**src/hdl/two_level_page_table_engine_core_assert.svh**
```systemverilog
// Assertion macros for the page table engine RTL.
`ifndef TWO_LEVEL_PAGE_TABLE_ENGINE_CORE_ASSERT_SVH
`define TWO_LEVEL_PAGE_TABLE_ENGINE_CORE_ASSERT_SVH

// Same-cycle implication, checked on clk_i and held off during reset.
`define TLPT_ASSERT_IMP(label, ante, cons, msg) \
  label: assert property (@(posedge clk_i) disable iff (!rst_ni) (ante) |-> (cons)) \
    else $error(msg);

// Next-cycle implication, checked on clk_i and held off during reset.
`define TLPT_ASSERT_NXT(label, ante, cons, msg) \
  label: assert property (@(posedge clk_i) disable iff (!rst_ni) (ante) |=> (cons)) \
    else $error(msg);

`endif

```
**src/hdl/tlpt_pkg.sv**
```systemverilog
// Shared types, constants and helpers of the two-level page table engine.
`default_nettype none

package tlpt_pkg;

  // Operation codes carried on the input tuser.
  localparam logic [1:0] OP_TRANSLATE = 2'd0;
  localparam logic [1:0] OP_MAP       = 2'd1;
  localparam logic [1:0] OP_CLEAR     = 2'd2;

  localparam int DIR_ENTRIES   = 1024;
  localparam int DIR_AW        = 10;
  localparam int TABLE_ENTRIES = 1024;
  localparam int TBL_IW        = 10;
  localparam int PAGE_W        = 20;
  localparam int OFS_W         = 12;
  localparam int CNT_W         = 11;
  localparam logic [CNT_W-1:0] MAX_RUN = 11'd1024;

  localparam int IN_TDATA_W  = 88;
  localparam int OUT_TDATA_W = 56;

  // Width of a pool table number.
  function automatic int tbl_idx_w(input int n);
    return (n > 1) ? $clog2(n) : 1;
  endfunction

  // One second-level table entry.
  typedef struct packed {
    logic              present;
    logic              user;
    logic              rw;
    logic [PAGE_W-1:0] page;
  } tbl_entry_t;

  // Directory memory port control.
  typedef struct packed {
    logic              we;
    logic [DIR_AW-1:0] waddr;
    logic [DIR_AW-1:0] raddr;
  } dir_req_t;

  // Table memory write control.
  typedef struct packed {
    logic       we;
    tbl_entry_t wdata;
  } tbl_wr_t;

  // One accepted input transaction.
  typedef struct packed {
    logic [1:0]        op;
    logic [31:0]       virt_address;
    logic [PAGE_W-1:0] virt_page;
    logic [PAGE_W-1:0] phys_page;
    logic [CNT_W-1:0]  page_count;
    logic              user_access;
    logic              writable;
  } item_t;

  // One result transaction.
  typedef struct packed {
    logic [31:0]      phys_address;
    logic             fault;
    logic [CNT_W-1:0] mapped_count;
    logic [CNT_W-1:0] skipped_count;
    logic             pool_exhausted;
  } res_t;

endpackage

`default_nettype wire

```
**src/hdl/tlpt_ctrl.sv**
```systemverilog
// Sequencer that walks, fills and clears the directory and table memories.
`default_nettype none
`include "two_level_page_table_engine_core_assert.svh"

module tlpt_ctrl
  import tlpt_pkg::*;
#(
  parameter int POOL_TABLES = 16
) (
  input  wire logic                                  clk_i,
  input  wire logic                                  rst_ni,
  input  wire logic                                  paging_en_i,
  input  wire logic                                  in_valid_i,
  output logic                                       in_ready_o,
  input  wire item_t                                 in_item_i,
  output logic                                       out_valid_o,
  input  wire logic                                  out_ready_i,
  output res_t                                       out_res_o,
  output dir_req_t                                   dir_req_o,
  output logic [tbl_idx_w(POOL_TABLES):0]            dir_wdata_o,
  input  wire logic [tbl_idx_w(POOL_TABLES):0]       dir_rdata_i,
  output tbl_wr_t                                    tbl_wr_o,
  output logic [tbl_idx_w(POOL_TABLES)+TBL_IW-1:0]   tbl_waddr_o,
  output logic [tbl_idx_w(POOL_TABLES)+TBL_IW-1:0]   tbl_raddr_o,
  input  wire tbl_entry_t                            tbl_rdata_i
);

  localparam int TW = tbl_idx_w(POOL_TABLES);
  localparam int UW = $clog2(POOL_TABLES + 1);

  localparam logic [3:0] ST_INIT  = 4'd0;
  localparam logic [3:0] ST_IDLE  = 4'd1;
  localparam logic [3:0] ST_T_DRD = 4'd2;
  localparam logic [3:0] ST_T_DIR = 4'd3;
  localparam logic [3:0] ST_T_TRD = 4'd4;
  localparam logic [3:0] ST_T_TBL = 4'd5;
  localparam logic [3:0] ST_M_DRD = 4'd6;
  localparam logic [3:0] ST_M_DIR = 4'd7;
  localparam logic [3:0] ST_M_CLR = 4'd8;
  localparam logic [3:0] ST_M_TRD = 4'd9;
  localparam logic [3:0] ST_M_TBL = 4'd10;
  localparam logic [3:0] ST_CLR   = 4'd11;
  localparam logic [3:0] ST_DONE  = 4'd12;

  logic [3:0]        state_q, state_d;
  logic [DIR_AW-1:0] sweep_q, sweep_d;
  logic [UW-1:0]     used_q, used_d;
  logic [TW-1:0]     cur_table_q, cur_table_d;
  logic [CNT_W-1:0]  remain_q, remain_d;
  logic [PAGE_W-1:0] vpage_q, vpage_d;
  logic [PAGE_W-1:0] ppage_q, ppage_d;
  item_t             item_q, item_d;
  res_t              res_q, res_d;
  res_t              out_q, out_d;
  logic              out_valid_q, out_valid_d;
  logic [CNT_W-1:0]  run_len;
  logic [TBL_IW-1:0] tidx;
  logic              dir_present;

  // Runs longer than one directory span are cut to 1024 pages.
  assign run_len = (in_item_i.page_count > MAX_RUN) ? MAX_RUN : in_item_i.page_count;

  // Table index of the current walk: from the address for translate, the page for map.
  assign tidx = (item_q.op == OP_TRANSLATE) ? item_q.virt_address[21:12] : vpage_q[TBL_IW-1:0];

  assign dir_present = dir_rdata_i[TW];

  // Next-state and memory control.
  always_comb begin
    state_d     = state_q;
    sweep_d     = sweep_q;
    used_d      = used_q;
    cur_table_d = cur_table_q;
    remain_d    = remain_q;
    vpage_d     = vpage_q;
    ppage_d     = ppage_q;
    item_d      = item_q;
    res_d       = res_q;
    out_d       = out_q;
    out_valid_d = out_valid_q;

    dir_req_o       = '0;
    dir_req_o.raddr = (item_q.op == OP_TRANSLATE) ? item_q.virt_address[31:22]
                                                  : vpage_q[PAGE_W-1:TBL_IW];
    dir_wdata_o     = '0;
    tbl_wr_o        = '0;
    tbl_waddr_o     = {cur_table_q, vpage_q[TBL_IW-1:0]};
    tbl_raddr_o     = {cur_table_q, tidx};
    in_ready_o      = (state_q == ST_IDLE);

    // The result register empties when the sink takes it.
    if (out_valid_q && out_ready_i) begin
      out_valid_d = 1'b0;
    end

    unique case (state_q) inside
      ST_INIT, ST_CLR: begin
        // Sweep the directory, marking every slot absent.
        dir_req_o.we    = 1'b1;
        dir_req_o.waddr = sweep_q;
        sweep_d         = sweep_q + 1'b1;
        if (sweep_q == '1) begin
          state_d = (state_q == ST_CLR) ? ST_DONE : ST_IDLE;
        end
      end
      ST_IDLE: begin
        if (in_valid_i) begin
          item_d  = in_item_i;
          vpage_d = in_item_i.virt_page;
          ppage_d = in_item_i.phys_page;
          res_d   = '0;
          case (in_item_i.op)
            OP_TRANSLATE: begin
              if (!paging_en_i) begin
                res_d.phys_address = in_item_i.virt_address;
                state_d            = ST_DONE;
              end else begin
                state_d = ST_T_DRD;
              end
            end
            OP_MAP: begin
              remain_d = run_len;
              state_d  = (run_len == '0) ? ST_DONE : ST_M_DRD;
            end
            OP_CLEAR: begin
              used_d  = '0;
              sweep_d = '0;
              state_d = ST_CLR;
            end
            default: begin
              state_d = ST_DONE;
            end
          endcase
        end
      end
      ST_T_DRD: begin
        state_d = ST_T_DIR;
      end
      ST_T_DIR: begin
        if (dir_present) begin
          cur_table_d = dir_rdata_i[TW-1:0];
          state_d     = ST_T_TRD;
        end else begin
          res_d.fault = 1'b1;
          state_d     = ST_DONE;
        end
      end
      ST_T_TRD: begin
        state_d = ST_T_TBL;
      end
      ST_T_TBL: begin
        if (tbl_rdata_i.present) begin
          res_d.phys_address = {tbl_rdata_i.page, item_q.virt_address[OFS_W-1:0]};
        end else begin
          res_d.fault = 1'b1;
        end
        state_d = ST_DONE;
      end
      ST_M_DRD: begin
        state_d = ST_M_DIR;
      end
      ST_M_DIR: begin
        // Use the existing table, take a fresh one, or stop on an empty pool.
        if (dir_present) begin
          cur_table_d = dir_rdata_i[TW-1:0];
          state_d     = ST_M_TRD;
        end else if (used_q >= UW'(POOL_TABLES)) begin
          res_d.pool_exhausted = 1'b1;
          state_d              = ST_DONE;
        end else begin
          cur_table_d = used_q[TW-1:0];
          sweep_d     = '0;
          state_d     = ST_M_CLR;
        end
      end
      ST_M_CLR: begin
        // Zero the new table, then link it into the directory.
        tbl_wr_o.we = 1'b1;
        tbl_waddr_o = {cur_table_q, sweep_q};
        sweep_d     = sweep_q + 1'b1;
        if (sweep_q == '1) begin
          dir_req_o.we    = 1'b1;
          dir_req_o.waddr = vpage_q[PAGE_W-1:TBL_IW];
          dir_wdata_o     = {1'b1, cur_table_q};
          used_d          = used_q + 1'b1;
          state_d         = ST_M_TRD;
        end
      end
      ST_M_TRD: begin
        state_d = ST_M_TBL;
      end
      ST_M_TBL: begin
        // Skip a page already present, otherwise install it.
        if (tbl_rdata_i.present) begin
          res_d.skipped_count = res_q.skipped_count + 1'b1;
        end else begin
          tbl_wr_o.we            = 1'b1;
          tbl_wr_o.wdata.present = 1'b1;
          tbl_wr_o.wdata.user    = item_q.user_access;
          tbl_wr_o.wdata.rw      = item_q.writable;
          tbl_wr_o.wdata.page    = ppage_q;
          res_d.mapped_count     = res_q.mapped_count + 1'b1;
        end
        vpage_d  = vpage_q + 1'b1;
        ppage_d  = ppage_q + 1'b1;
        remain_d = remain_q - 1'b1;
        state_d  = (remain_q == CNT_W'(1)) ? ST_DONE : ST_M_DRD;
      end
      ST_DONE: begin
        // Hand the result over once the output register is free.
        if (!out_valid_q || out_ready_i) begin
          out_d       = res_q;
          out_valid_d = 1'b1;
          state_d     = ST_IDLE;
        end
      end
      default: begin
        state_d = ST_IDLE;
      end
    endcase
  end

  // Control state.
  always_ff @(posedge clk_i or negedge rst_ni) begin
    if (!rst_ni) begin
      state_q     <= ST_INIT;
      sweep_q     <= '0;
      used_q      <= '0;
      remain_q    <= '0;
      out_valid_q <= 1'b0;
    end else begin
      state_q     <= state_d;
      sweep_q     <= sweep_d;
      used_q      <= used_d;
      remain_q    <= remain_d;
      out_valid_q <= out_valid_d;
    end
  end

  // Payload registers.
  always_ff @(posedge clk_i) begin
    cur_table_q <= cur_table_d;
    vpage_q     <= vpage_d;
    ppage_q     <= ppage_d;
    item_q      <= item_d;
    res_q       <= res_d;
    out_q       <= out_d;
  end

  assign out_valid_o = out_valid_q;
  assign out_res_o   = out_q;

  // Checks on pool bookkeeping and results.
  `TLPT_ASSERT_IMP(a_pool_bound, 1'b1, used_q <= UW'(POOL_TABLES), "pool count beyond pool size")
  `TLPT_ASSERT_IMP(a_clr_next_table, state_q == ST_M_CLR, UW'(cur_table_q) == used_q, "cleared table is not the next free one")
  `TLPT_ASSERT_NXT(a_alloc_step, state_q == ST_M_CLR && sweep_q == '1, used_q == $past(used_q) + 1'b1, "table taken without pool count step")
  `TLPT_ASSERT_IMP(a_fault_addr_zero, out_valid_q && out_q.fault, out_q.phys_address == '0, "fault result carries an address")

endmodule

`default_nettype wire

```
**config.mk**
```make
export PLATFORM = sky130hd
export DESIGN_NAME = tlpt_ctrl
export DESIGN_NICKNAME = d
export VERILOG_FILES = /design/src/hdl/tlpt_pkg.sv /design/src/hdl/tlpt_ctrl.sv
export VERILOG_INCLUDE_DIRS = /design/src /design/src/hdl
export SDC_FILE = /design/constraint.sdc
export NUM_CORES = 1
export LEC_CHECK = 0
export BUFFER_PORTS_ARGS = -buffer_cell sky130_fd_sc_hd__buf_2
export CORE_MARGIN = 2
export CORE_UTILIZATION = 30
export CTS_CLUSTER_SIZE = 8
export DETAILED_ROUTE_END_ITERATION = 6
export SYNTH_ARGS = -nofsm -noshare
export SYNTH_HDL_FRONTEND = slang
export SYNTH_SLANG_ARGS = --single-unit
```
**constraint.sdc**
```tcl
create_clock -name clk_i -period 8.8 [get_ports clk_i]
set_clock_uncertainty 0.05 [all_clocks]
set_input_delay 0.88 -clock clk_i [delete_from_list [all_inputs] [get_ports clk_i]]
set_output_delay 0.88 -clock clk_i [all_outputs]
set_load 0.02 [all_outputs]
```
# Word level (Yosys, flattened, before mapping)
# Index checks and enable logic that the tools add are counted.
# classes
add_sub_neg,7
multipliers,0
div_mod_pow,0
n_lt_le_gt_ge,2
eq_ne,32
shift,0
muxes,61
bitwise_logic,0
n_reduce_logical,29
# ops
cell,count
$mux W32,3
$pmux W20 S2,2
$mux W10,7
$mux W11,6
$pmux W32 S2,1
$mux W56,1
$mux W4,13
$pmux W4 S12,1
$pmux W11 S2,2
$pmux W22 S2,1
$add A20 B1 Y20 const B,2
$mux W20,2
$pmux W10 S3,1
$mux W5,5
$mux W24,1
$mux W23,1
$add A11 B1 Y11 const B,2
$ne A2 B2 Y1 const B,11
$eq A4 B4 Y1 const B,5
$eq A4 B3 Y1 const B,4
$reduce_and A4 Y1,4
$reduce_and A3 Y1,5
$pmux W4 S3,1
$eq A11 B1 Y1 const B,1
other kinds (30),49
# totals
reg_bits,223
latch_bits,0
ram_bits,0
romBits,0
mem_count,0

# Depth between registers and ports, before layout
# logic_depth
depth_word,7
depth_mapped,8
mapped_depth_nobuf,6

# Least setup slack after synthesis
# No wires, ideal clock.
# synth_timing
path_kind,register to register
start,reg state_q[1]
end,"reg out_q, in the netlist out_res_o[0], enable pin"
arrival_time_ns,3.308
t_required_ns,8.280
path_slack_ns,4.972
stages_incl_launch_ff,6
path_buffers,2
period_less_slack_ns,3.828
path_cell_list,dfrtp_1 -> buf_2 -> clkbuf_1 -> nor2_1 -> nand2_1 -> nor2_1
# synth_between
elab_chain_len,2
# synth_rtl
item,line_no,rtl
start: declaration,tlpt_ctrl.sv:45,"logic [3:0] state_q, state_d;"
start signal: assignment,tlpt_ctrl.sv:232,state_q <= state_d;
$eq A4 B4 Y1 (no source line),-,
$reduce_and A2 Y1 (no source line),-,
end signal: assignment,tlpt_ctrl.sv:247,out_q <= out_d;
end: declaration,tlpt_ctrl.sv:54,"res_t out_q, out_d;"
# No other way between the ends.
# A chain may end at the register's enable or synchronous reset.

==> summary.txt <==
Synthesis
  – Yosys top cell area share: 0.5552
  – Synth warn: 0
  – Count leader, synth: edfxtp_1
  – Post-Syn Instances: 839
  – Synth Net Count: between 900 and 1,000
  – Seq cells post-synth: 223
  – Synth Flop Type: edfxtp_1
  – Top cells by area, synth: edfxtp_1 56%, dfrtp_1 7.5%, mux2_2 3.7%
  – Netlist cell types: 66
  – Post-synth EDFFs: 192
  – Asr flop ratio synth: 0.1390
  – Seq/Total Area, Yosys: 0.6299
  – Mapped cell area: 0.01038 mm^2
  – Area leader, netlist: edfxtp_1
  – Post-synth top cells: 192 x edfxtp_1, 79 x nand2_1, 73 x nor2_1
  – Mean post-synth cell area: ~12 um^2

Clock tree
  – Root Buffer: clkbuf_16
  – Worst skew pair latency: 0.50 ns
  – CTS buffer count: 34
  – Clk slew on worst S/H paths: 0.05 ns
  – Post-CTS sizing: 0
  – CTS tree: built
  – CTS H-tree depth: 2
  – # hold bufs at CTS: 0
  – # Post-CTS Setup Buffers: 0
  – CTS sink cnt: 223
  – CTS Buffer Depth: 3

Placement
  – Buffers on Ports: 253
  – Post-placement cell count: 1,513
  – Gpl congestion: 0.8526
  – Final HPWL DP: 19.16 mm
  – Pre-CTS WS: 5.116 ns

Floorplanning
  – Row cnt: 68
  – Starting Density: 0.3029
  – IO Count: 256
  – Die area: 0.03612 mm^2
  – Die W: 190.1 um
  – Die Y-Extent: 190.1 um
  – Core Footprint: about 0.034 mm^2

Final layout
  – Share of cells above drive strength 1: 0.3282
  – Synth-to-Final Area Change: 26.01%
  – Cell Count, Final, Fillers Out: 1,565
  – Layout Nets: 1,223

Timing
  – Clock period minus worst slack: 3.852 ns
  – Max Fclk: 259.6 MHz
  – Fin worst setup slack: ~4.9 ns
  – RSZ-0062 raised after global routing: false
  – Final setup vio count: 0
  – Slew Viols, Final: 0
  – Slew headroom: 0.2648
  – Min Hold Slack: between 0.3 and 0.4 ns
  – TNS Setup: 0 ns
  – Worst Max-Slew Pin Slew: 1.099 ns
  – Hold Fails Final Rpt: 0
  – Part of the cycle the worst path needs: 0.4377

Setup path
  – Crit end category: primary output
  – Critical Path AT: 2.92 ns
  – Crit start category: register
  – Max FO, Critical Path: 80
  – WP data required: about 8 ns
  – Setup CP Type: reg2out

Route
  – Routed WL: 28.07 mm
  – Total number of vias: between 7,000 and 8,000
  – Final ANT Viol Nets: 0
  – DR vias/cell: around 4.8
  – Avg WL per Cell: 17.94 um
  – Pre-antenna DRT Iters: 5
  – DRC: 0
  – Starting DRT DRC Count: roughly 400

GRT
  – Initial antenna violation count: 2
  – Total track usage: 0.1527
  – Met2 Resource Use GR: 0.2407
  – Vias in the first global route: 7,375
  – First-pass GRT wire length: 42.49 mm
  – Global routing's busiest layer: met2
  – Overflow after GRT: 0
  – Grt met1 use: 0.2055
  – Largest net degree at the start of global routing: 81
  – GRT met3 Usage: 0.03228

Pwr
  – VDD IR max: roughly 0.17 mV
  – Pwr dens: 289.2 mW/mm^2
  – Static Leak: 5.138 nW

Worst hold path
  – Hold WC Path Type: reg2reg

Run
  – Max-cap violation count: 0

Run status
  – Status: completed
sequential cells by signal (all words and copies together), names as in the netlist, 5 cells and up:
name       flops
res_q         56
out_res_o     56
remain_q      11
ppage_q       20
sweep_q       10
item_q        36
used_q         5
vpage_q       20
cells in the final DEF (no fill, tap or decap), types with 14 or more instances in the layout:
master       n
nand3_1     35
nor2_1      71
xnor2_1     21
nand2_1     78
and2_1      30
a21oi_1     27
edfxtp_1   192
xor2_1      37
mux2_2      34
clkbuf_16   34
a22o_1      43
o21ai_0     49
inv_1       14
nand4_1     15
dfrtp_1     31
buf_2      253
area by class of cell:
type / count / area (um^2)
flip-flops and latches: 223 / 6541
repair buffers: 264 / 1349
diodes: 4 / 10.01
well taps: 455 / 569.3
clock buffers: 44 / 898.4
fillers: 3354 / 21200
inverters: 16 / 60.06
multi-input cells: 555 / 3595
clock inverters: 4 / 63.81
cell families after synthesis:
logic type,after synthesis,synth area share
mux,34,0.03687
buf+inv,61,0.02723
simple gates,295,0.1417
xor+xnor,58,0.04892
fa+ha+maj,9,0.01084
flops,223,0.6299
compound gates,159,0.1046
worst paths after layout:
path | start | endpoint | slack (ns) | cells after the start
max | state_q[3] | tbl_wr_o[2] | 4.95 | 8
min | res_q[31] | out_res_o[31] | 0.36 | 0
max reg2reg | state_q[3] | res_q[10] | 5.19 | 6
min reg2reg | res_q[31] | out_res_o[31] | 0.36 | 0
max in group asynchronous | rst_ni | sweep_q[6] | 7.82 | 1
min in group asynchronous | rst_ni | remain_q[7] | 0.39 | 1
per-layer routing:
layer,part of all wire,vias up
met2,0.45,250
li1,-,3613
met5,0,-
met3,0.062,59
met1,0.45,3631
met4,0.033,0
critical path, stage by stage, from the launching register on:
cell and delay (ns):
dfrtp_1 0.73, nand2_1 0.15, nand2_1 0.12, or2_2 0.12, buf_4 0.61, nor2_1 0.09
buf_4 0.24, and2_1 0.18, buf_2 0.15
power by group:
group	switching [mW]	internal [mW]	leakage (nW)	total (mW)
registers	0.213	1.44	2.18	1.65
clock network	0.451	0.738	0.467	1.19
logic	0.599	0.347	2.49	0.945
stage by stage:
| stage | util | area (um^2) | total power, mW |
|---|---|---|---|
| CTS | 0.3814 | 13080 | 3.837 |
| detailed placement | 0.3533 | 12110 | 2.620 |
| finish | 0.3817 | 13090 | 3.784 |
| global route | 0.3815 | 13080 | 3.993 |
| global placement | 0.3533 | 12110 | 2.598 |
| floorplan | - | 10390 | 2.267 |
Power figures use the tool's default switching activity.
